===== config.mk =====
export PLATFORM = sky130hd
export DESIGN_NAME = pbin_front
export DESIGN_NICKNAME = d
export VERILOG_FILES = /design/src/particle_cell_list_binner_core_defines.svh /design/src/pbin_pkg.sv /design/src/pbin_div.sv /design/src/pbin_front.sv
export SDC_FILE = /design/constraint.sdc
export NUM_CORES = 1
export LEC_CHECK = 0
export ABC_AREA = 1
export BUFFER_PORTS_ARGS = -buffer_cell sky130_fd_sc_hd__buf_2
export CORE_MARGIN = 2
export CORE_UTILIZATION = 64
export CTS_CLUSTER_SIZE = 16
export DETAILED_ROUTE_END_ITERATION = 10
export PLACE_DENSITY = 0.87
export SYNTH_ARGS = -nofsm -noshare
export SYNTH_HDL_FRONTEND = slang
export SYNTH_SLANG_ARGS = --single-unit

===== constraint.sdc =====
create_clock -name clk -period 11.3 [get_ports clk]
set_clock_uncertainty 0.05 [all_clocks]
set_input_delay 1.13 -clock clk [delete_from_list [all_inputs] [get_ports clk]]
set_output_delay 1.13 -clock clk [all_outputs]
set_load 0.01 [all_outputs]

===== src/particle_cell_list_binner_core_defines.svh =====
// Assertion macros shared by the binner RTL.
// No dependencies; included by the modules that check their own logic.
`ifndef PARTICLE_CELL_LIST_BINNER_CORE_DEFINES_SVH
`define PARTICLE_CELL_LIST_BINNER_CORE_DEFINES_SVH
`ifndef SYNTH
// Plain property check, disabled during reset
`define PBIN_ASSERT(lbl, clk, rst_n, prop) \
    lbl: assert property (@(posedge clk) disable iff (!rst_n) (prop)) \
        else $error("pbin assertion failed");
// Implication check, disabled during reset
`define PBIN_ASSERT_IMP(lbl, clk, rst_n, ante, cons) \
    lbl: assert property (@(posedge clk) disable iff (!rst_n) (ante) |-> (cons)) \
        else $error("pbin implication failed");
`else
`define PBIN_ASSERT(lbl, clk, rst_n, prop)
`define PBIN_ASSERT_IMP(lbl, clk, rst_n, ante, cons)
`endif
`endif


===== src/pbin_pkg.sv =====
// Shared constants, codes and types of the cell-list binner.
// No dependencies; used by every module of the block but pbin_ram.
package pbin_pkg;

    localparam int MAX_CELLS  = 4096;
    localparam int CELL_W     = $clog2(MAX_CELLS);
    localparam int SLOTS      = 16;
    localparam int SLOT_W     = $clog2(SLOTS);
    localparam int CNT_W      = $clog2(SLOTS + 1);
    localparam int LIST_W     = 1;
    localparam int NUM_LISTS  = 2;
    localparam int CNT_AW     = LIST_W + CELL_W;
    localparam int CNT_DEPTH  = NUM_LISTS * MAX_CELLS;
    localparam int ENT_AW     = CNT_AW + SLOT_W;
    localparam int ENT_DEPTH  = CNT_DEPTH * SLOTS;
    localparam int PIDX_W     = 16;
    localparam int POS_W      = 24;
    localparam int NCELL_W    = 7;
    localparam int P1_W       = 2 * NCELL_W;
    localparam int P3_W       = 3 * NCELL_W;
    localparam int ID_W       = P3_W + 1;
    localparam int DIV_STEPS  = POS_W;
    localparam int DIVC_W     = $clog2(DIV_STEPS);
    localparam int CMDQ_DEPTH = 2;
    localparam int CMDQ_PW    = $clog2(CMDQ_DEPTH);
    localparam int CMDQ_CW    = $clog2(CMDQ_DEPTH + 1);
    localparam int CFG_IDX_W  = 3;
    localparam int CFG_DATA_W = 24;

    // Input operations
    localparam logic [1:0] OP_CLEAR  = 2'd0;
    localparam logic [1:0] OP_INSERT = 2'd1;
    localparam logic [1:0] OP_READ   = 2'd2;

    // Result status
    localparam logic [1:0] ST_OK    = 2'd0;
    localparam logic [1:0] ST_RANGE = 2'd1;
    localparam logic [1:0] ST_FULL  = 2'd2;
    localparam logic [1:0] ST_EMPTY = 2'd3;

    // Command kinds from front to back
    localparam logic [1:0] K_CLEAR  = 2'd0;
    localparam logic [1:0] K_INSERT = 2'd1;
    localparam logic [1:0] K_READ   = 2'd2;
    localparam logic [1:0] K_RANGE  = 2'd3;

    // Register indexes
    localparam logic [CFG_IDX_W-1:0] CFG_DIMS    = 3'd0;
    localparam logic [CFG_IDX_W-1:0] CFG_CELLS_X = 3'd1;
    localparam logic [CFG_IDX_W-1:0] CFG_CELLS_Y = 3'd2;
    localparam logic [CFG_IDX_W-1:0] CFG_CELLS_Z = 3'd3;
    localparam logic [CFG_IDX_W-1:0] CFG_SIZE_X  = 3'd4;
    localparam logic [CFG_IDX_W-1:0] CFG_SIZE_Y  = 3'd5;
    localparam logic [CFG_IDX_W-1:0] CFG_SIZE_Z  = 3'd6;

    localparam logic [1:0] DIMS_3D = 2'd3;

    typedef struct packed {
        logic [1:0]         dims;
        logic [NCELL_W-1:0] cells_x;
        logic [NCELL_W-1:0] cells_y;
        logic [NCELL_W-1:0] cells_z;
        logic [POS_W-1:0]   size_x;
        logic [POS_W-1:0]   size_y;
        logic [POS_W-1:0]   size_z;
    } cfg_t;

    typedef struct packed {
        logic [1:0]        kind;
        logic [LIST_W-1:0] list;
        logic [CELL_W-1:0] cell_no;
        logic [SLOT_W-1:0] slot;
        logic [PIDX_W-1:0] pidx;
    } cmd_t;

    typedef struct packed {
        logic [1:0]        status;
        logic [CELL_W-1:0] cell_id;
        logic [SLOT_W-1:0] slot;
        logic [PIDX_W-1:0] entry;
        logic [CNT_W-1:0]  count;
    } res_t;

    typedef struct packed {
        logic             start;
        logic [POS_W-1:0] dividend;
        logic [POS_W-1:0] divisor;
    } div_req_t;

    typedef struct packed {
        logic             done;
        logic [POS_W-1:0] quot;
    } div_rsp_t;

endpackage


===== src/pbin_div.sv =====
// Iterative restoring divider, one quotient bit per cycle.
// Depends on pbin_pkg; used by the front to find per-axis cell indexes.
module pbin_div (
    input  logic                clk,
    input  logic                rst_n,
    input  pbin_pkg::div_req_t  req,
    output pbin_pkg::div_rsp_t  rsp
);
    logic                          busy_reg, busy_next;
    logic                          done_reg, done_next;
    logic [pbin_pkg::DIVC_W-1:0]   step_reg, step_next;
    logic [pbin_pkg::POS_W-1:0]    rem_reg, rem_next;
    logic [pbin_pkg::POS_W-1:0]    quo_reg, quo_next;
    logic [pbin_pkg::POS_W-1:0]    dvs_reg, dvs_next;
    logic [pbin_pkg::POS_W:0]      shifted;
    logic [pbin_pkg::POS_W:0]      diff;

    // One shift-subtract step
    always_comb
    begin
        shifted    = {rem_reg, quo_reg[pbin_pkg::POS_W-1]};
        diff       = shifted - {1'b0, dvs_reg};
        busy_next  = busy_reg;
        done_next  = 1'b0;
        step_next  = step_reg;
        rem_next   = rem_reg;
        quo_next   = quo_reg;
        dvs_next   = dvs_reg;
        if (req.start)
        begin
            busy_next = 1'b1;
            step_next = '0;
            rem_next  = '0;
            quo_next  = req.dividend;
            dvs_next  = req.divisor;
        end
        else if (busy_reg)
        begin
            if (!diff[pbin_pkg::POS_W])
            begin
                rem_next = diff[pbin_pkg::POS_W-1:0];
                quo_next = {quo_reg[pbin_pkg::POS_W-2:0], 1'b1};
            end
            else
            begin
                rem_next = shifted[pbin_pkg::POS_W-1:0];
                quo_next = {quo_reg[pbin_pkg::POS_W-2:0], 1'b0};
            end
            step_next = step_reg + 1'b1;
            if (step_reg == pbin_pkg::DIVC_W'(pbin_pkg::DIV_STEPS - 1))
            begin
                busy_next = 1'b0;
                done_next = 1'b1;
            end
        end
    end

    always_ff @(posedge clk or negedge rst_n)
    begin
        if (!rst_n)
        begin
            busy_reg <= 1'b0;
            done_reg <= 1'b0;
            step_reg <= '0;
        end
        else
        begin
            busy_reg <= busy_next;
            done_reg <= done_next;
            step_reg <= step_next;
        end
    end

    always_ff @(posedge clk)
    begin
        rem_reg <= rem_next;
        quo_reg <= quo_next;
        dvs_reg <= dvs_next;
    end

    assign rsp.done = done_reg;
    assign rsp.quot = quo_reg;
endmodule


===== src/pbin_front.sv =====
// Front end: accepts items, computes the linear cell id of an insert, queues commands.
// Depends on pbin_pkg and pbin_div.
module pbin_front (
    input  logic                          clk,
    input  logic                          rst_n,
    input  pbin_pkg::cfg_t                cfg,
    input  logic                          hold,
    input  logic                          push,
    output logic                          full,
    input  logic [1:0]                    op,
    input  logic [pbin_pkg::LIST_W-1:0]   list_sel,
    input  logic [pbin_pkg::PIDX_W-1:0]   particle_index,
    input  logic [pbin_pkg::POS_W-1:0]    pos_x,
    input  logic [pbin_pkg::POS_W-1:0]    pos_y,
    input  logic [pbin_pkg::POS_W-1:0]    pos_z,
    input  logic [pbin_pkg::CELL_W-1:0]   read_cell,
    input  logic [pbin_pkg::SLOT_W-1:0]   read_slot,
    output logic                          q_push,
    input  logic                          q_full,
    output pbin_pkg::cmd_t                q_data
);
    localparam logic [2:0] F_IDLE   = 3'd0;
    localparam logic [2:0] F_DSTART = 3'd1;
    localparam logic [2:0] F_DWAIT  = 3'd2;
    localparam logic [2:0] F_MUL1   = 3'd3;
    localparam logic [2:0] F_MUL2   = 3'd4;
    localparam logic [2:0] F_SUM    = 3'd5;
    localparam logic [2:0] F_PUSH   = 3'd6;

    logic [2:0]                      state_reg, state_next;
    pbin_pkg::cmd_t                  cmd_reg, cmd_next;
    logic [1:0]                      axis_reg, axis_next;
    logic [pbin_pkg::POS_W-1:0]      px_reg, py_reg, pz_reg;
    logic [pbin_pkg::POS_W-1:0]      px_next, py_next, pz_next;
    logic [pbin_pkg::NCELL_W-1:0]    ix_reg, iy_reg, iz_reg;
    logic [pbin_pkg::NCELL_W-1:0]    ix_next, iy_next, iz_next;
    logic [pbin_pkg::P1_W-1:0]       p1_reg, p1_next, p2_reg, p2_next;
    logic [pbin_pkg::P3_W-1:0]       p3_reg, p3_next;
    logic                            is3;
    logic [1:0]                      last_axis;
    logic [pbin_pkg::POS_W-1:0]      pos_sel, size_sel;
    logic [pbin_pkg::NCELL_W-1:0]    cells_sel;
    logic [pbin_pkg::ID_W-1:0]       id_sum;
    pbin_pkg::div_req_t              div_req;
    pbin_pkg::div_rsp_t              div_rsp;

    pbin_div u_div (
        .clk   (clk),
        .rst_n (rst_n),
        .req   (div_req),
        .rsp   (div_rsp)
    );

    assign is3       = (cfg.dims == pbin_pkg::DIMS_3D);
    assign last_axis = is3 ? 2'd2 : 2'd1;

    // Per-axis operand select
    always_comb
    begin
        unique case (axis_reg)
            2'd0:
            begin
                pos_sel = px_reg; size_sel = cfg.size_x; cells_sel = cfg.cells_x;
            end
            2'd1:
            begin
                pos_sel = py_reg; size_sel = cfg.size_y; cells_sel = cfg.cells_y;
            end
            default:
            begin
                pos_sel = pz_reg; size_sel = cfg.size_z; cells_sel = cfg.cells_z;
            end
        endcase
    end

    assign id_sum = pbin_pkg::ID_W'(ix_reg) + pbin_pkg::ID_W'(p1_reg)
                  + (is3 ? pbin_pkg::ID_W'(p3_reg) : '0);

    assign full   = (state_reg != F_IDLE) || hold;
    assign q_push = (state_reg == F_PUSH) && !q_full;
    assign q_data = cmd_reg;

    // Sequencer
    always_comb
    begin
        state_next = state_reg;
        cmd_next   = cmd_reg;
        axis_next  = axis_reg;
        px_next = px_reg; py_next = py_reg; pz_next = pz_reg;
        ix_next = ix_reg; iy_next = iy_reg; iz_next = iz_reg;
        p1_next = p1_reg; p2_next = p2_reg; p3_next = p3_reg;
        div_req.start    = 1'b0;
        div_req.dividend = pos_sel;
        div_req.divisor  = size_sel;
        unique case (state_reg)
            F_IDLE:
            begin
                if (push && !hold)
                begin
                    cmd_next.list    = list_sel;
                    cmd_next.pidx    = particle_index;
                    cmd_next.cell_no = read_cell;
                    cmd_next.slot    = read_slot;
                    px_next = pos_x; py_next = pos_y; pz_next = pos_z;
                    axis_next = 2'd0;
                    priority if (op == pbin_pkg::OP_CLEAR)
                    begin
                        cmd_next.kind = pbin_pkg::K_CLEAR;
                        state_next    = F_PUSH;
                    end
                    else if (op == pbin_pkg::OP_READ)
                    begin
                        cmd_next.kind = pbin_pkg::K_READ;
                        state_next    = F_PUSH;
                    end
                    else if (op == pbin_pkg::OP_INSERT)
                    begin
                        cmd_next.kind = pbin_pkg::K_INSERT;
                        state_next    = F_DSTART;
                    end
                    else
                    begin
                        state_next = F_IDLE;
                    end
                end
            end
            F_DSTART:
            begin
                if (size_sel == '0)
                begin
                    cmd_next.kind = pbin_pkg::K_RANGE;
                    state_next    = F_PUSH;
                end
                else
                begin
                    div_req.start = 1'b1;
                    state_next    = F_DWAIT;
                end
            end
            F_DWAIT:
            begin
                if (div_rsp.done)
                begin
                    if (div_rsp.quot >= pbin_pkg::POS_W'(cells_sel))
                    begin
                        cmd_next.kind = pbin_pkg::K_RANGE;
                        state_next    = F_PUSH;
                    end
                    else
                    begin
                        unique case (axis_reg)
                            2'd0:    ix_next = div_rsp.quot[pbin_pkg::NCELL_W-1:0];
                            2'd1:    iy_next = div_rsp.quot[pbin_pkg::NCELL_W-1:0];
                            default: iz_next = div_rsp.quot[pbin_pkg::NCELL_W-1:0];
                        endcase
                        axis_next  = axis_reg + 2'd1;
                        state_next = (axis_reg == last_axis) ? F_MUL1 : F_DSTART;
                    end
                end
            end
            F_MUL1:
            begin
                p1_next    = pbin_pkg::P1_W'(iy_reg) * pbin_pkg::P1_W'(cfg.cells_x);
                p2_next    = pbin_pkg::P1_W'(cfg.cells_x) * pbin_pkg::P1_W'(cfg.cells_y);
                state_next = F_MUL2;
            end
            F_MUL2:
            begin
                p3_next    = pbin_pkg::P3_W'(iz_reg) * pbin_pkg::P3_W'(p2_reg);
                state_next = F_SUM;
            end
            F_SUM:
            begin
                cmd_next.cell_no = id_sum[pbin_pkg::CELL_W-1:0];
                if (id_sum >= pbin_pkg::ID_W'(pbin_pkg::MAX_CELLS))
                begin
                    cmd_next.kind = pbin_pkg::K_RANGE;
                end
                state_next = F_PUSH;
            end
            F_PUSH:
            begin
                if (!q_full)
                begin
                    state_next = F_IDLE;
                end
            end
            default:
            begin
                state_next = F_IDLE;
            end
        endcase
    end

    always_ff @(posedge clk or negedge rst_n)
    begin
        if (!rst_n)
        begin
            state_reg <= F_IDLE;
            axis_reg  <= 2'd0;
        end
        else
        begin
            state_reg <= state_next;
            axis_reg  <= axis_next;
        end
    end

    always_ff @(posedge clk)
    begin
        cmd_reg <= cmd_next;
        px_reg <= px_next; py_reg <= py_next; pz_reg <= pz_next;
        ix_reg <= ix_next; iy_reg <= iy_next; iz_reg <= iz_next;
        p1_reg <= p1_next; p2_reg <= p2_next; p3_reg <= p3_next;
    end
endmodule


# ---- Yosys cells after proc, flatten, opt, wreduce, memory -nomap -nowiden
# Cells that the tools add are included.
dict set report word_totals {
  out_inout_bits 37
  input_bits 207
  wordCells 120
  regBits 261
}
dict set report op_classes {
  n_eq_ne 20
  bitwise 2
  n_lt_le_gt_ge 2
  multipliers 3
  reduce_logical 23
  addsub 5
  n_mux 43
}
# operator count
set op_table {}
lappend op_table {{$pmux 24 s2} 2}
lappend op_table {{$mux 24} 3}
lappend op_table {{$mux 35} 1}
lappend op_table {{$mul 7x7->14} 2}
lappend op_table {{$sub 25x24->25} 1}
lappend op_table {{$ge 24x7->1} 1}
lappend op_table {{$logic_not 24->1} 1}
lappend op_table {{$mux 2} 12}
lappend op_table {{$pmux 12 s2} 1}
lappend op_table {{$add 15x21->22} 1}
lappend op_table {{$ge 22x13->1 const B} 1}
lappend op_table {{$mul 7x14->21} 1}
lappend op_table {{$mux 21} 1}
lappend op_table {{$mux 3} 7}
lappend op_table {{$pmux 3 s7} 1}
lappend op_table {{$reduce_and 4->1} 4}
lappend op_table {{$add 7x14->15} 1}
lappend op_table {{$pmux 7 s2} 1}
lappend op_table {{$ne 2x2->1 const B} 6}
lappend op_table {{$mux 1} 10}
lappend op_table {{$mux 5} 2}
lappend op_table {{$eq 3x3->1 const B} 3}
lappend op_table {{$pmux 2 s4} 1}
lappend op_table {{$reduce_and 7->1} 1}
lappend op_table {{other kinds (23)} 33}

# ---- Logic depth before layout (Yosys ltp)
dict set report depth {
  depth_word 7
  depth_mapped 23
  ltp_nobuf 22
}

# ---- Cells and area by module
# Synthesis repeated with hierarchy kept, for this count alone.
dict set report hier_totals {
  cells_unflattened 2415
  hier_area_um2 20049.2
}
# mod seq_area_each_um2 instances cells_each area_each_um2
set by_module_without_submodules {}
lappend by_module_without_submodules {pbin_front 5440.2 1 1680 14968.1}
lappend by_module_without_submodules {pbin_div 2097.0 1 735 5081.1}

# ---- Worst setup path after synthesis
# Ideal clock, no wire load.
dict set report synth_path {
  path_kind {input port to flip-flop}
  startpoint {in hold}
  endpoint {reg px_reg[0] (netlist bit), enable pin}
  path_slack_ps 5534
  stages 3
  arrival_time_ps 5171
  t_required_ps 10705
  setup_ps 545
  n_path_buf 0
  path_cell_list {inv_1 > nand2_1 > nor2_1}
}
dict set report synth_between {
  elab_chain_len 3
}
# element line
set synth_lines {}
lappend synth_lines {{start, declared} pbin_front.sv:7} ;# input logic hold,
lappend synth_lines {{$logic_not 1->1} pbin_front.sv:98} ;# if (push && !hold)
lappend synth_lines {{$logic_and 1x1->1} pbin_front.sv:98}
lappend synth_lines {{$reduce_and 2->1 (no line)} -}
lappend synth_lines {{end signal, assigned} pbin_front.sv:212} ;# px_reg <= px_next; py_reg <= py_next; pz_reg <= pz_next;
lappend synth_lines {{end, declared} pbin_front.sv:33} ;# logic [pbin_pkg::POS_W-1:0] px_reg, py_reg, pz_reg;
# Every way passes these cells.
# A chain may end at the register's enable or synchronous reset.

# ---- Final worst setup path
dict set report layout_path {
  startpoint {reg iz_reg[6] (netlist bit)}
  endpoint {reg p3_reg[14] (netlist bit), data pin}
}
dict set report layout_between {
  elab_chain_len 1
}
# element line
set layout_lines {}
lappend layout_lines {{start, declared} pbin_front.sv:35} ;# logic [pbin_pkg::NCELL_W-1:0] ix_reg, iy_reg, iz_reg;
lappend layout_lines {{start signal, assigned} pbin_front.sv:213} ;# ix_reg <= ix_next; iy_reg <= iy_next; iz_reg <= iz_next;
lappend layout_lines {{$mul 7x14->21} pbin_front.sv:169} ;# p3_next = pbin_pkg::P3_W'(iz_reg) * pbin_pkg::P3_W'(p2_reg);
lappend layout_lines {{end signal, assigned} pbin_front.sv:214} ;# p1_reg <= p1_next; p2_reg <= p2_next; p3_reg <= p3_next;
lappend layout_lines {{end, declared} pbin_front.sv:38} ;# logic [pbin_pkg::P3_W-1:0] p3_reg, p3_next;
# Every way passes these cells.

==> metrics.txt <==
Internal=2.62 mW; WS Path Type=register to register; share of cells above drive strength 1=12.1%; initial antenna violation count=0; Routed WL=46300 µm; Comb pwr share=45.9%; Final Hold Viols=0; Synth Warn #=0; Vias=16.1k; worst skew pair latency=0.56 ns; status=complete, no violations; Die W=178 µm; Post-synth EDFFs=225; post-DR vias/cell=5.54; Period minus WS final=4.96 ns; largest net degree at the start of global routing=94; Clk pwr share=19.5%; Worst path max stage delay=0.64 ns; DRT antenna net count=0; CTS Root Cell=clkbuf_16; fin crit share=43.9%; CP Max Fanout=14; core footprint=29700 µm²; worst hold path type=primary input to asynchronous set/reset pin; Post-synth ARST share=4.60%; max cap viols=0; Sequential Power Share=34.7%; DR WL/cell=16.0 µm; relative slew slack=23.2%; final setup TNS=0 ns; first-pass GRT wire length=73300 µm; CTS Sinks=261; Initial DRT Pass Iterations=6; die area=31700 µm²; critical path startpoint category=register; fmax=0.202 GHz; main flop type after synthesis=edfxtp_1; Power Dens Cells=204 nW/µm²; Yosys cell types=41; DP Wirelength=35500 µm; syn nets=2747; H-tree Lvls=1; crit path capture type=register; Layout Utilization=73.3%; sw power=1.83 mW; Antenna Cells=0; Cell Area, Synth=19400 µm²; layout overhead on the synthesized area=12.4%; CTS buffer count=28; max reg flops=35; Least-Margin Pin Slew=1.15 ns; num rows=63; num ports=244; CP arrival=5.20 ns; Die Height=178 µm; Hold Buf Count CTS=0; Slowest-stage cell, CP=edfxtp_1; Iter 0 DRT Violations=1505; All-Layer GR Usage=28.8%; Most common cell on crit path=inv_1; most common cell after layout, fill and taps aside=nand2_1; CTS resizes=0; vias in the first global route=15.7k; CP required=11.54 ns; filler instances=2052; leakage power=11.2 nW; Mapped Cells=2266; critical path cell sequence=nand2_1 -> inv_1 -> fa_1 -> inv_1 -> fa_1 -> inv_1 -> fa_1 -> inv_1 -> fa_1 -> inv_1 -> ha_1 -> nand2_1 -> a21oi_1 -> o21ai_0 -> o211ai_1 -> a21oi_1 -> o21ai_0 -> xor2_1; Residual DRC=0; port buffer count=243; kind of cell adding the most delay to the critical path=adder cells; flop2flop setup slack=6.34 ns; TritonCTS clock tree=done; register area share after synthesis=38.9%; post-CTS setup buffer count=0; unrepaired setup endpoints after global routing=no; Slew Limit Fails=0; Final Wtd Congestion=0.904; mean post-synth cell area=8.55 µm²; flop and latch count out of synthesis=261; gr ovfl total=0; Max rail drop VDD=0.173 mV; CTS clk-pin slew, worst paths=0.06 ns; final setup violation count=0; Layout Nets=2971; Starting Density=65.2%; Switching Share=41.2%; CTS max path bufs=3; commonest non-fill, non-tap cells in the layout=710 x nand2_1, 406 x inv_1, 243 x buf_2; CP bufs+invs=5
cells in the mapped netlist (5+ instances only):
cell,n,area [µm²]
nand2_1,710,2670
inv_1,406,1520
edfxtp_1,225,6760
ha_1,158,1980
nand3_1,125,626
fa_1,116,2320
nor2_1,109,409
a21oi_1,93,465
o21ai_0,58,290
xor2_1,38,333
clkbuf_1,37,139
xnor2_1,29,254
dfxtp_1,24,480
a22oi_1,20,150
nor3_1,16,80.1
dfrtp_1,12,300
nand4_1,11,68.8
buf_2,10,50.1
a22o_1,6,52.6
and3_1,6,37.5
buf_4,6,45.0
nor4_1,6,37.5
o21ai_1,6,30.0
a31oi_1,5,31.3
nand3b_1,5,37.5
layout make-up:
| cell class | instances | area (µm²) | share of cell area (%) |
|---|---|---|---|
| multi-input cells | 1539 | 10100 | 46.2 |
| flip-flops and latches | 261 | 7540 | 34.6 |
| inverters | 407 | 1530 | 7.01 |
| repair buffers | 253 | 1290 | 5.93 |
| clock buffers | 37 | 754 | 3.46 |
| well taps | 390 | 488 | 2.24 |
| clock inverters | 13 | 121 | 0.557 |
path summary, 6_finish.rpt:
check	end	depth (start not counted)	startpoint
min reg2reg	u_div.rem_reg[18]	2	u_div.rem_reg[18]
min in group clk	u_div.rem_reg[18]	2	u_div.rem_reg[18]
max	p3_reg[14]	18	iz_reg[6]
min	u_div.step_reg[2]	1	rst_n
max in group asynchronous	u_div.step_reg[1]	1	rst_n
max reg2reg	p3_reg[14]	18	iz_reg[6]
metrics by stage:
step	total power [mW]	worst slack [ns]	area [µm²]	hold slack, ns	cells
2_1_floorplan	3.04	5.53	19400	0.396	2266
3_3_place_gp	3.46	6.07	20900	0.411	2850
3_5_place_dp	3.55	5.94	20900	0.412	2850
4_1_cts	4.43	6.40	21800	0.382	2900
5_1_grt	4.78	6.13	21800	0.398	2900
6_report	4.45	6.34	21800	0.389	2900
power groups by stage:
stage / combinational [mW] / sequential [mW] / clock [mW]
3_5_place_dp: 2.00 / 1.55 / 0
3_3_place_gp: 1.92 / 1.54 / 0
4_1_cts: 2.02 / 1.54 / 0.871
6_report: 2.04 / 1.54 / 0.866
5_1_grt: 2.31 / 1.56 / 0.909
2_1_floorplan: 1.53 / 1.51 / 0
logic make-up after synthesis:
logic type | Yosys count | synth area share (%)
AND/OR/NAND/NOR | 997 | 20.9
buffers and inverters | 466 | 9.25
adder cells (fa/ha/maj) | 274 | 22.2
flip-flops | 261 | 38.9
AO/OA/AOI/OAI | 201 | 5.77
XOR/XNOR | 67 | 3.03
routing by layer:
layer  share of wire (%)  routed length, µm  global-route usage [%]
met5                   0                  0                       0
met4                 2.6               1210                    8.13
met3                 7.8               3600                    4.09
met2                  49              22500                    49.1
met1                  41              19000                    38.6
worst register-to-register path: stages, from the launching register on:
cell and delay [ns]:
edfxtp_1 0.64, nand2_1 0.16, inv_1 0.07, fa_1 0.54, inv_1 0.06, fa_1 0.53, inv_1 0.07, fa_1 0.54
inv_1 0.06, fa_1 0.53, inv_1 0.04, ha_1 0.36, nand2_1 0.12, a21oi_1 0.05, o21ai_0 0.19, o211ai_1 0.14
a21oi_1 0.27, o21ai_0 0.15, xor2_1 0.16
Note: power is estimated with default switching activity, not from simulation.
