File: src/particle_cell_list_binner_core_defines.svh
// Assertion macros shared by the binner RTL.
// No dependencies; included by the modules that check their own logic.
`ifndef PARTICLE_CELL_LIST_BINNER_CORE_DEFINES_SVH
`define PARTICLE_CELL_LIST_BINNER_CORE_DEFINES_SVH
`ifndef SYNTH
// Plain property check, disabled during reset
`define PBIN_ASSERT(lbl, clk, rst_n, prop) \
    lbl: assert property (@(posedge clk) disable iff (!rst_n) (prop)) \
        else $error("pbin assertion failed");
// Implication check, disabled during reset
`define PBIN_ASSERT_IMP(lbl, clk, rst_n, ante, cons) \
    lbl: assert property (@(posedge clk) disable iff (!rst_n) (ante) |-> (cons)) \
        else $error("pbin implication failed");
`else
`define PBIN_ASSERT(lbl, clk, rst_n, prop)
`define PBIN_ASSERT_IMP(lbl, clk, rst_n, ante, cons)
`endif
`endif

File: src/pbin_pkg.sv
// Shared constants, codes and types of the cell-list binner.
// No dependencies; used by every module of the block but pbin_ram.
package pbin_pkg;

    localparam int MAX_CELLS  = 4096;
    localparam int CELL_W     = $clog2(MAX_CELLS);
    localparam int SLOTS      = 16;
    localparam int SLOT_W     = $clog2(SLOTS);
    localparam int CNT_W      = $clog2(SLOTS + 1);
    localparam int LIST_W     = 1;
    localparam int NUM_LISTS  = 2;
    localparam int CNT_AW     = LIST_W + CELL_W;
    localparam int CNT_DEPTH  = NUM_LISTS * MAX_CELLS;
    localparam int ENT_AW     = CNT_AW + SLOT_W;
    localparam int ENT_DEPTH  = CNT_DEPTH * SLOTS;
    localparam int PIDX_W     = 16;
    localparam int POS_W      = 24;
    localparam int NCELL_W    = 7;
    localparam int P1_W       = 2 * NCELL_W;
    localparam int P3_W       = 3 * NCELL_W;
    localparam int ID_W       = P3_W + 1;
    localparam int DIV_STEPS  = POS_W;
    localparam int DIVC_W     = $clog2(DIV_STEPS);
    localparam int CMDQ_DEPTH = 2;
    localparam int CMDQ_PW    = $clog2(CMDQ_DEPTH);
    localparam int CMDQ_CW    = $clog2(CMDQ_DEPTH + 1);
    localparam int CFG_IDX_W  = 3;
    localparam int CFG_DATA_W = 24;

    // Input operations
    localparam logic [1:0] OP_CLEAR  = 2'd0;
    localparam logic [1:0] OP_INSERT = 2'd1;
    localparam logic [1:0] OP_READ   = 2'd2;

    // Result status
    localparam logic [1:0] ST_OK    = 2'd0;
    localparam logic [1:0] ST_RANGE = 2'd1;
    localparam logic [1:0] ST_FULL  = 2'd2;
    localparam logic [1:0] ST_EMPTY = 2'd3;

    // Command kinds from front to back
    localparam logic [1:0] K_CLEAR  = 2'd0;
    localparam logic [1:0] K_INSERT = 2'd1;
    localparam logic [1:0] K_READ   = 2'd2;
    localparam logic [1:0] K_RANGE  = 2'd3;

    // Register indexes
    localparam logic [CFG_IDX_W-1:0] CFG_DIMS    = 3'd0;
    localparam logic [CFG_IDX_W-1:0] CFG_CELLS_X = 3'd1;
    localparam logic [CFG_IDX_W-1:0] CFG_CELLS_Y = 3'd2;
    localparam logic [CFG_IDX_W-1:0] CFG_CELLS_Z = 3'd3;
    localparam logic [CFG_IDX_W-1:0] CFG_SIZE_X  = 3'd4;
    localparam logic [CFG_IDX_W-1:0] CFG_SIZE_Y  = 3'd5;
    localparam logic [CFG_IDX_W-1:0] CFG_SIZE_Z  = 3'd6;

    localparam logic [1:0] DIMS_3D = 2'd3;

    typedef struct packed {
        logic [1:0]         dims;
        logic [NCELL_W-1:0] cells_x;
        logic [NCELL_W-1:0] cells_y;
        logic [NCELL_W-1:0] cells_z;
        logic [POS_W-1:0]   size_x;
        logic [POS_W-1:0]   size_y;
        logic [POS_W-1:0]   size_z;
    } cfg_t;

    typedef struct packed {
        logic [1:0]        kind;
        logic [LIST_W-1:0] list;
        logic [CELL_W-1:0] cell_no;
        logic [SLOT_W-1:0] slot;
        logic [PIDX_W-1:0] pidx;
    } cmd_t;

    typedef struct packed {
        logic [1:0]        status;
        logic [CELL_W-1:0] cell_id;
        logic [SLOT_W-1:0] slot;
        logic [PIDX_W-1:0] entry;
        logic [CNT_W-1:0]  count;
    } res_t;

    typedef struct packed {
        logic             start;
        logic [POS_W-1:0] dividend;
        logic [POS_W-1:0] divisor;
    } div_req_t;

    typedef struct packed {
        logic             done;
        logic [POS_W-1:0] quot;
    } div_rsp_t;

endpackage

File: src/pbin_cmdq.sv
// Short command queue between front and back.
// Depends on pbin_pkg and the assertion macro header.
`include "particle_cell_list_binner_core_defines.svh"
module pbin_cmdq (
    input  logic            clk,
    input  logic            rst_n,
    input  logic            push,
    input  pbin_pkg::cmd_t  wdata,
    output logic            full,
    input  logic            pop,
    output pbin_pkg::cmd_t  rdata,
    output logic            empty
);
    pbin_pkg::cmd_t                 mem_reg [pbin_pkg::CMDQ_DEPTH];
    logic [pbin_pkg::CMDQ_PW-1:0]   wp_reg, rp_reg;
    logic [pbin_pkg::CMDQ_CW-1:0]   cnt_reg;
    logic                           do_wr, do_rd;

    assign full  = (cnt_reg == pbin_pkg::CMDQ_CW'(pbin_pkg::CMDQ_DEPTH));
    assign empty = (cnt_reg == '0);
    assign do_wr = push && !full;
    assign do_rd = pop && !empty;
    assign rdata = mem_reg[rp_reg];

    // Pointers and fill level
    always_ff @(posedge clk or negedge rst_n)
    begin
        if (!rst_n)
        begin
            wp_reg  <= '0;
            rp_reg  <= '0;
            cnt_reg <= '0;
        end
        else
        begin
            if (do_wr)
            begin
                wp_reg <= wp_reg + 1'b1;
            end
            if (do_rd)
            begin
                rp_reg <= rp_reg + 1'b1;
            end
            cnt_reg <= cnt_reg + pbin_pkg::CMDQ_CW'(do_wr) - pbin_pkg::CMDQ_CW'(do_rd);
        end
    end

    always_ff @(posedge clk)
    begin
        if (do_wr)
        begin
            mem_reg[wp_reg] <= wdata;
        end
    end

    `PBIN_ASSERT_IMP(a_no_push_full, clk, rst_n, push, !full)
    `PBIN_ASSERT(a_level_bound, clk, rst_n,
                 cnt_reg <= pbin_pkg::CMDQ_CW'(pbin_pkg::CMDQ_DEPTH))
    `PBIN_ASSERT_IMP(a_empty_consistent, clk, rst_n, empty, wp_reg == rp_reg)
endmodule

File: config.mk
export PLATFORM = sky130hd
export DESIGN_NAME = pbin_cmdq
export DESIGN_NICKNAME = d
export VERILOG_FILES = /design/src/pbin_pkg.sv /design/src/pbin_cmdq.sv
export VERILOG_INCLUDE_DIRS = /design/src /design/src/src
export SDC_FILE = /design/constraint.sdc
export NUM_CORES = 1
export LEC_CHECK = 0
export BUFFER_PORTS_ARGS = -buffer_cell sky130_fd_sc_hd__buf_4
export CAP_MARGIN = 40
export CORE_MARGIN = 10
export CORE_UTILIZATION = 56
export DETAILED_ROUTE_END_ITERATION = 10
export PLACE_DENSITY = 0.93
export SYNTH_ARGS = -nofsm -noshare
export SYNTH_HDL_FRONTEND = slang
export SYNTH_SLANG_ARGS = --single-unit
File: constraint.sdc
create_clock -name clk -period 5.75 [get_ports clk]
set_input_delay 0 -clock clk [delete_from_list [all_inputs] [get_ports clk]]
set_output_delay 0 -clock clk [all_outputs]
set_load 0.02 [all_outputs]
---- Yosys cells after proc, flatten, opt, wreduce, memory -nomap -nowiden ----
Memories as Yosys holds them, arrays and structs flattened.
Index checks and enable logic that the tools add are counted.
word-level totals
  register bits ........................... 4
  bits in writable memories ............... 70
  bits of input ports ..................... 39
  output and inout bits ................... 37
  logic and storage cells ................. 16
  memories kept ........................... 1
memory list
  name     depth  bits a word  rd ports  clocked after Yosys merged registers in  wr ports  RTL line         source
  mem_reg  2      35           1         0                                        1         pbin_cmdq.sv:14  pbin_pkg::cmd_t mem_reg [pbin_pkg::CMDQ_DEPTH];
operators by class
  add/sub/neg operators ................... 4
  eq/ne operators ......................... 1
  mux-type cells .......................... 2
  reduce and logical (&&, ||, !) cells .... 5
operators with widths
  cell                                         number
  1-bit adder, second input constant           2
  2-bit by 1-bit adder with 2-bit output       1
  2-bit == test, second input constant         1
  1-bit logical AND                            2
  1-bit zero test                              2
  2-bit zero test                              1
  1-bit 2-to-1 mux                             2
  2-bit by 1-bit subtractor with 2-bit output  1

---- Depth between registers and ports, before layout ----
Gate-level depths: netlist (run 1).
  depth after elaboration ................. 5
  depth in mapped cells ................... 7
  gate-level depth less buffers ........... 7

---- Worst setup path after synthesis (run 1) ----
OpenSTA, ideal clock, no wires.
  path type ............................... flip-flop to flip-flop
  start point ............................. register cnt_reg[1] in the netlist's numbering
  end point ............................... memory mem_reg[0][0] in the netlist's numbering, enable pin
  setup time .............................. 0.427 ns
  data arrival time ....................... 2.074 ns
  data required time ...................... 5.323 ns
  setup slack ............................. 3.249 ns
  cell stages (with the launch flop) ...... 4
  path buffers ............................ 0
  clock period less this slack ............ 2.501 ns
  cells stage by stage .................... dfrtp_1 -> nand2b_1 -> nand2_1 -> nor2_1
on the way
  cells in the longest elaborated chain, start to end .. 5
ends and longest elaborated chain
  what                                    RTL line         source
  start, declared                         pbin_cmdq.sv:16  logic [pbin_pkg::CMDQ_CW-1:0] cnt_reg;
  start signal, assigned                  pbin_cmdq.sv:44  cnt_reg <= cnt_reg + pbin_pkg::CMDQ_CW'(do_wr) - pbin_pkg::CMDQ_CW'(do_rd);
  2-bit == test                           pbin_cmdq.sv:19  assign full = (cnt_reg == pbin_pkg::CMDQ_CW'(pbin_pkg::CMDQ_DEPTH));
  1-bit zero test                         pbin_cmdq.sv:21  assign do_wr = push && !full;
  1-bit logical AND                       pbin_cmdq.sv:21
  1-bit 2-to-1 mux                        pbin_cmdq.sv:50  if (do_wr)
  1-bit 2-to-1 mux (not written as such)  pbin_cmdq.sv:52  mem_reg[wp_reg] <= wdata;
  end, declared                           pbin_cmdq.sv:14
Every way passes these cells.

---- Final worst setup path (run 1) ----
  start point ............................. register cnt_reg[1] in the netlist's numbering
  end point ............................... memory mem_reg[0][34] in the netlist's numbering, enable pin
Same word-level chain as after synthesis.

==> results.md, run 1 <==
- The routing layer with the top usage in global route is met2.
- The startpoint identified for the worst hold timing path is pop.
- Of the total synthesized cell area, the portion taken by XOR and XNOR cells is 0.0122.
- Dividing the detail-routed wire length by the instance count gives roughly 18 um.
- The final weighted congestion in routability-driven placement is a little under 0.7.
- The prevailing post-synth register cell is sky130_fd_sc_hd__edfxtp_1.
- The clock period could shrink to 1.74 ns.
- IR analysis of the VDD net gives a maximum drop of between 0.3 and 0.4 mV.
- The post-route antenna net violation count is 0.
- The final layout contains 289 nets.
- The fraction of the mapped netlist area in compound gates was 0.
- Setup violations remaining at the end of the flow were counted as 0.
- The fraction of synthesis flops using an asynchronous set or reset pin is 0.0541.
- The setup TNS after final layout is 0 ns.
- The sort of element at the start of the critical path is a flip-flop.
- For this run, the share of the core covered by cells in the final layout is 0.811.
- The kind of capture point of the worst setup path is a flip-flop.
- The longest clock path from root to sink contains 2 buffers.
- The worst hold path belongs to the class in -> reg.
- The mapped cell area is around 2900 um^2.
- After synthesis, the share of cell area in mux cells is 0.175.
- The final-layout fill cell count is around 240.
- For this run, the top clock speed supported by timing is approximately 580 MHz.
- The analysis attributes to cell leakage a power of around 1.7 nW.
- In this run the core area contains 26 standard-cell rows.
- In the finished design, the share of the clock period the worst path needs comes to 0.302.
- For this design the ratio of total power to cell area is roughly 490 nW/um^2.
- The run finished with clean final reports.
- Among all cell types in the netlist, the one instantiated most often is sky130_fd_sc_hd__edfxtp_1.
- Setup repair after global routing left no endpoint under its margin.
- The number of buffers inserted by post-CTS setup repair is 0.
- The number of max-slew violations in the final report is 0.
- The number of warnings issued by yosys is 0.
- The number of global-route vias before repair came to approximately 1800.
- Dividing the detail-routed via count by the number of cells gives 4.84.
- CTS built an H-tree with a depth of 3.
- The detailed-route wire length is roughly 5.8 mm.
- For this run, global-route usage on met1 was measured as 0.167.
- The repair_antennas step left the layout with diodes totalling 0.
- The critical path is of the reg -> reg type.
- The post-detailed-route DRC marker count is 0.
- The share of cells above drive strength 1 is 0.510.
- The data arrival time of the critical path is 1.77 ns.
- The launch point of the worst path is cnt_reg[1].
- The share of synthesized cell area in and, or, nand and nor gates is 0.0113.
- The first detailed-routing pass took 5 iterations.
- The leftover overflow at the end of global routing is 0.
- The first global-routing pass estimated a little under 10 mm of wire.
- For met3 alone, demand over resource in global routing was 0.0619.
- The number of gates resized after cts is 0.
- The die width is a little over 90 um.
- Averaged over all synthesized cells, the footprint is 22.6 um^2.
- For the final database, setup skew stands at 0.00412 ns.
- The number of hold buffers added after CTS is 37.
- The area of the die is between 8000 and 9000 um^2.
- The all-layer global routing usage is 0.145.
- The post-synthesis net count is about 170.
- The hold violation count in the final report is 0.
- Headroom to the max-slew limit came out at 0.460.
- Entering global routing, the biggest net connects 36 pins.
- The data required time of the critical path is just under 6 ns.
- The post-route worst hold slack is 0.0182 ns.
- In this run, CTS created clock tree buffers numbering 9.
- Yosys attributes the largest share of cell area to sky130_fd_sc_hd__edfxtp_1, sky130_fd_sc_hd__mux2_4, sky130_fd_sc_hd__dfrtp_1.
- Across all layers, the routed design uses ~1600 vias.
- The library cell used as clock root buffer is sky130_fd_sc_hd__clkbuf_8.
- The distinct cell type count of the synthesized netlist is 15.
- Relative to the synthesized area, the layout overhead comes to 42.2%.
- The worst-skew pair later-pin latency is 0.33 ns.
- The number of synthesized flops with an enable pin is 70.
- The boundary pin count is between 70 and 80.
- The starting density of the core is 0.570.
- The initial antenna violation count was 0.
- The max capacitance violation total is 0.
- The clock slew at the register clock pins of the worst setup and hold paths is approximately 0.070 ns.
- In the synthesized netlist, the cells that appear most often are sky130_fd_sc_hd__edfxtp_1, sky130_fd_sc_hd__mux2_4, sky130_fd_sc_hd__mux2_2.
- Clock tree synthesis found a total of 74 sinks.
- TritonCTS built the clock tree.
- The proportion of netlist area held by the largest area contributor is 0.731.
- The flip-flop count of the largest register, all copies and words added is 70.
- In this run, the number of DRC markers left after iteration 0 of detailed routing was slightly above 70.
- The floorplan core area is around 5000 um^2.
- The count of mapped cells out of synthesis is between 100 and 150.
- The maximum net fanout on the critical path is 19.
- The die span in y is between 90 and 100 um.
- Of the synthesized area, sequential elements account for 0.766.
- The met2 usage is 0.236.
- The cell type contributing the most total cell area after synthesis is sky130_fd_sc_hd__edfxtp_1.
- The startpoint of the worst register-to-register path is cnt_reg[1].
- Counting flops and latches in the post-synthesis netlist gives 74.
- At the pin with the least slew margin, the transition time is between 0.8 and 0.9 ns.
- The number of buffers added on ports is 75.
- The post-synthesis adder-cell area fraction is 0.00870.
- The post-DP HPWL is approximately 3.6 mm.
- After synthesis, the largest family of logic cells by area is multiplexers.
[logic make-up after synthesis]
kind of cell	after synthesis
multiplexers	35
flip-flops	74
buffers and inverters	6
XOR/XNOR	4
AND/OR/NAND/NOR	6
adder cells (fa/ha/maj)	2
[report_power, final]
group	switching [mW]	internal [mW]
registers	0.0563	0.741
logic	0.403	0.399
clock network	0.173	0.239
[per-stage QoR]
step / cells / setup slack [ns] / power, mW / instance area (um^2)
floorplan: 127 / 3.25 / 1.33 / 2880
global placement: 268 / 3.97 / 1.54 / 3470
detailed placement: 270 / 4.08 / 1.58 / 3510
CTS: 323 / 4.06 / 2.01 / 4090
global route: 323 / 3.90 / 2.11 / 4090
finish: 323 / 4.01 / 2.01 / 4090
[final cells by class]
cell class,instances,area (um^2),share of cell area
multi-input cells,47,604,0.148
clock buffers,9,124,0.0303
flip-flops and latches,74,2200,0.539
clock inverters,7,83.8,0.0205
repair buffers,114,981,0.240
well taps,70,87.6,0.0214
inverters,2,7.51,0.00183
[path summary, 6_finish.rpt]
check                      slack, ns              to  cells past startpoint
min in group asynchronous       0.58      cnt_reg[0]                      3
min                             0.02          rp_reg                      3
max in group asynchronous       4.97          rp_reg                      3
max reg2reg                     4.01  mem_reg[0][34]                      4
min reg2reg                     0.54      cnt_reg[0]                      1
max                             4.01  mem_reg[0][34]                      4
[placed cells by master, fill, tap and decap left out]
cell	instances
sky130_fd_sc_hd__buf_4	75
sky130_fd_sc_hd__edfxtp_1	70
sky130_fd_sc_hd__dlygate4sd3_1	37
sky130_fd_sc_hd__mux2_4	29
sky130_fd_sc_hd__clkbuf_8	9
sky130_fd_sc_hd__mux2_2	6
sky130_fd_sc_hd__xnor2_1	3
sky130_fd_sc_hd__clkinv_1	3
sky130_fd_sc_hd__dfrtp_1	3
sky130_fd_sc_hd__inv_1	2
sky130_fd_sc_hd__ha_1	2
sky130_fd_sc_hd__bufinv_16	2
sky130_fd_sc_hd__nor2_1	1
sky130_fd_sc_hd__nor2b_2	1
sky130_fd_sc_hd__nand2b_1	1
sky130_fd_sc_hd__nand2_1	1
sky130_fd_sc_hd__nor2_4	1
sky130_fd_sc_hd__and3_2	1
sky130_fd_sc_hd__xor2_1	1
sky130_fd_sc_hd__clkinvlp_4	1
sky130_fd_sc_hd__clkinv_2	1
sky130_fd_sc_hd__buf_16	1
sky130_fd_sc_hd__buf_12	1
sky130_fd_sc_hd__dfrtp_2	1
[metal layers]
metal | vias to the layer above | wire, um
met2 | 72 | 2790
met4 | 0 | 95
met5 | - | 0
met1 | 746 | 2460
li1 | 733 | -
met3 | 12 | 497
[worst max-delay path, stage by stage (launching register included)]
cell	delay [ns]
sky130_fd_sc_hd__dfrtp_1	0.43
sky130_fd_sc_hd__nand2b_1	0.15
sky130_fd_sc_hd__nand2_1	0.15
sky130_fd_sc_hd__nor2_4	0.47
sky130_fd_sc_hd__buf_16	0.23
Power figures use the tool's default switching activity.
==> run 2, diff against run 1 <==
Settings changed: ABC_AREA set to 1, CORE_UTILIZATION 56 to 52, PLACE_DENSITY 0.93 to 0.88.
Clock period 5.75 ns to 1.7 ns, I/O delays scaled along.
==> results.md, run 2 <==
- Among all flip-flop cells after synthesis, the most frequent one is sky130_fd_sc_hd__edfxtp_1.
- The max capacitance violation total is 0.
- After the first detailed-routing iteration, the DRC count stood at roughly 120.
- The post-DP HPWL is about 4.2 mm.
- The critical path start-end classification is reg -> out.
- Overall power consumption after layout is estimated at about 6.7 mW.
- The initial antenna violation count is 0.
- In this run the cell area measured after placement is 3480 um^2.
- The post-route worst hold slack is a little under 0.4 ns.
- Once layout is complete, the utilization of the core stands at 0.778.
- After synthesis, the cell types taking the most area are sky130_fd_sc_hd__edfxtp_1, sky130_fd_sc_hd__nand2_1, sky130_fd_sc_hd__dfrtp_1.
- OpenSTA, run right after detailed placement, puts the worst setup slack at 0.269 ns.
- The number of vias after detailed routing is between 1500 and 2000.
- The via count normalized by instance count is around 4.8.
- Summed over all cells, the static leakage comes to approximately 1.8 nW.
- The post-route antenna net violation count is 0.
- The per-instance average area after synthesis is ~13 um^2.
- Counting flops with a built-in enable in the synthesized netlist gives 70.
- The proportion of netlist area held by the largest area contributor is 0.739.
- The switching part of the total is 0.370.
- The maximum number of pins on one net before global-route repair is 37.
- The die span in y is ~94 um.
- The share of cells above drive strength 1 is 0.304.
- Of all flip-flops after synthesis, the portion carrying an async set or reset was 0.0541.
- For this design the total switching power over the nets is about 2.5 mW.
- Clock-pin slew was measured on the worst setup and hold paths at 0.07 ns.
- The worst pin sits at a relative slew slack of 0.784.
- The clock period minus final worst setup slack is around 1.5 ns.
- The synthesized netlist occupies a cell area of 2840 um^2.
- The placed instance count is 360.
- The path category of the worst min-delay check is in -> reg.
- The flow ran to the end, and the final reports show no timing, DRC or antenna violations.
- For this run, the top clock speed supported by timing is 671 MHz.
- The total area inside the core boundary comes to roughly 5200 um^2.
- The setup TNS after final layout is 0 ns.
- sky130_fd_sc_hd__nand2_1 is the most common cell in the netlist.
- The share of the cycle needed by the critical path after routing is 0.877.
- The distinct cell type count of the synthesized netlist is 12.
- The count of H-tree levels built during CTS is 3.
- The wire length per cell is approximately 16 um.
- CTS placed an instance of sky130_fd_sc_hd__clkbuf_8 at the clock tree root.
- Of the total power, combinational logic draws 0.412.
- The CTS tree is done.
- The register bit count reported by yosys is between 70 and 80.
- The measured slew at the worst slew-check pin is ~0.32 ns.
- For the final database, setup skew stands at approximately 0.0086 ns.
- The flip-flop count of the largest register, all copies and words added is 70.
- The final instance area is between 4000 and 5000 um^2.
- The clock buffer count from CTS is 9.
- The post-detailed-route DRC marker count is 0.
- The setup violation total in the final timing report is 0.
- The power per unit of standard cell area is approximately 1600 nW/um^2.
- For this configuration, the core starts out at a cell density of 0.546.
- The longest clock path from root to sink contains 2 buffers.
- 76 I/O pins were placed.
- The die width is 93.9 um.
- For this design, the sink count on the clock tree is 74.
- The sequential element share of the synthesized area is 0.775.
- Summed over all instances, the cell type with the most area after synthesis is sky130_fd_sc_hd__edfxtp_1.
- The kind of capture point of the worst setup path is an output pin.
- The wire length of the first global-routing pass is roughly 10 mm.
- The maximum net fanout on the critical path is 14.
- The number of max-slew violations in the final report is 0.
- The number of global-route vias before repair is 2203.
- The worst-case vdd ir drop is 1.12 mV.
- For the worst setup path, the data arrival time is approximately 1.5 ns.
- The congestion estimate from routability-driven global placement came to approximately 0.7.
- After detailed routing, the total wire length is 6.51 mm.
- Excluding fillers, the count of instances in the completed layout stands at about 420.
- The hold violation count in the final report is 0.
- The area of the die is a little under 9000 um^2.
- Counting every instance in the synthesized netlist gives roughly 220.
- The most common cell after layout, fill and taps aside is sky130_fd_sc_hd__nand2_1.
- Setup repair after global routing left no endpoint under its margin.
- The first detailed-routing pass took 4 iterations.
- By count the netlist is led by sky130_fd_sc_hd__nand2_1, sky130_fd_sc_hd__edfxtp_1, sky130_fd_sc_hd__inv_1, sky130_fd_sc_hd__nand2_2.
- STA classifies the critical path startpoint as a flip-flop.
- Data on the critical path is required at its endpoint by approximately 1.7 ns.
- Synthesis produced a netlist with a net count of between 200 and 300.
- The final-layout fill cell count is 320.
- The design internal power is ~4.2 mW.
- Once routing completed, OpenROAD measured the worst setup slack at around 0.21 ns.
- The clock power share is 0.188.
- The leftover overflow at the end of global routing is 0.
- The library cells used most frequently in the layout, excluding fill and tap cells, are sky130_fd_sc_hd__nand2_1, sky130_fd_sc_hd__buf_4, sky130_fd_sc_hd__edfxtp_1.
- The number of nets at the end of the flow is 381.
- The number of buffers added on ports is 75.
- The area growth from synthesis to layout is 42.5%.
- The placement row count is 26.
- The all-layer global routing usage is 0.153.
- For this run, the number of Yosys warnings is 0.
- The share of total power dissipated in sequential elements is 0.400.
- Clock latency on the worst-skew pair, taken at its later pin, is 0.33 ns.
run 2: layer usage:
layer / part of all wire / global-route usage / wire length [um] / vias up
met2: 0.54 / 0.275 / 3510 / 64
met3: 0.055 / 0.0488 / 356 / 13
met4: 0.020 / 0.0810 / 131 / 0
met5: 0 / 0 / 0 / -
met1: 0.39 / 0.152 / 2510 / 945
li1: - / - / - / 964
run 2: cells by family (layout without fill, tap and decap cells):
family                     Yosys count  count (layout)  synth area share
buffers and inverters               18             147            0.0453
adders and majority gates            2               2           0.00880
DFF                                 74              74             0.775
and+or+nand+nor                    122             122             0.171
other                                0               1                 0
run 2: power groups by stage:
stage / clock network, mW / logic, mW / registers, mW
after floorplan: 0 / 1.73 / 2.62
after global placement: 0 / 2.63 / 2.68
after detailed placement: 0 / 2.69 / 2.70
after CTS: 1.26 / 2.77 / 2.66
after global routing: 1.34 / 3.00 / 2.71
final: 1.25 / 2.75 / 2.67
run 2: what timing repair did:
item	in CTS	in global routing
buffers inserted	0	0
setup endpoints to repair	0	30
endpoints found under the hold margin	76	0
gates resized for setup	0	1
hold buffers	39	0
run 2: path summary, 6_finish.rpt:
path                                  from        endpoint  slack (ns)  cells past startpoint
max in group asynchronous            rst_n          rp_reg        0.94                      3
worst min-delay path             wdata[20]  mem_reg[1][20]        0.39                      2
worst max-delay path                rp_reg       rdata[20]        0.21                      4
worst max register to register  cnt_reg[0]   mem_reg[1][3]        0.26                      5
min in group asynchronous            rst_n      cnt_reg[0]        0.56                      3
worst min register to register      wp_reg          wp_reg        0.48                      2
run 2: layout make-up:
class / instances / area (um^2) / share of cell area
tap: 70 / 87.6 / 0.0216
inverter: 11 / 48.8 / 0.0120
antenna: 1 / 2.50 / 0.000618
clock inverter: 4 / 42.5 / 0.0105
clock buffer: 12 / 135 / 0.0334
multi-input combinational: 124 / 519 / 0.128
sequential: 74 / 2200 / 0.544
timing repair buffer: 120 / 1010 / 0.250
run 2: worst max-delay path: stages (launching register included):
cell and delay, ns:
sky130_fd_sc_hd__dfrtp_2 0.56, sky130_fd_sc_hd__buf_4 0.26, sky130_fd_sc_hd__nand2_1 0.09, sky130_fd_sc_hd__nand2_1 0.10, sky130_fd_sc_hd__buf_4 0.15
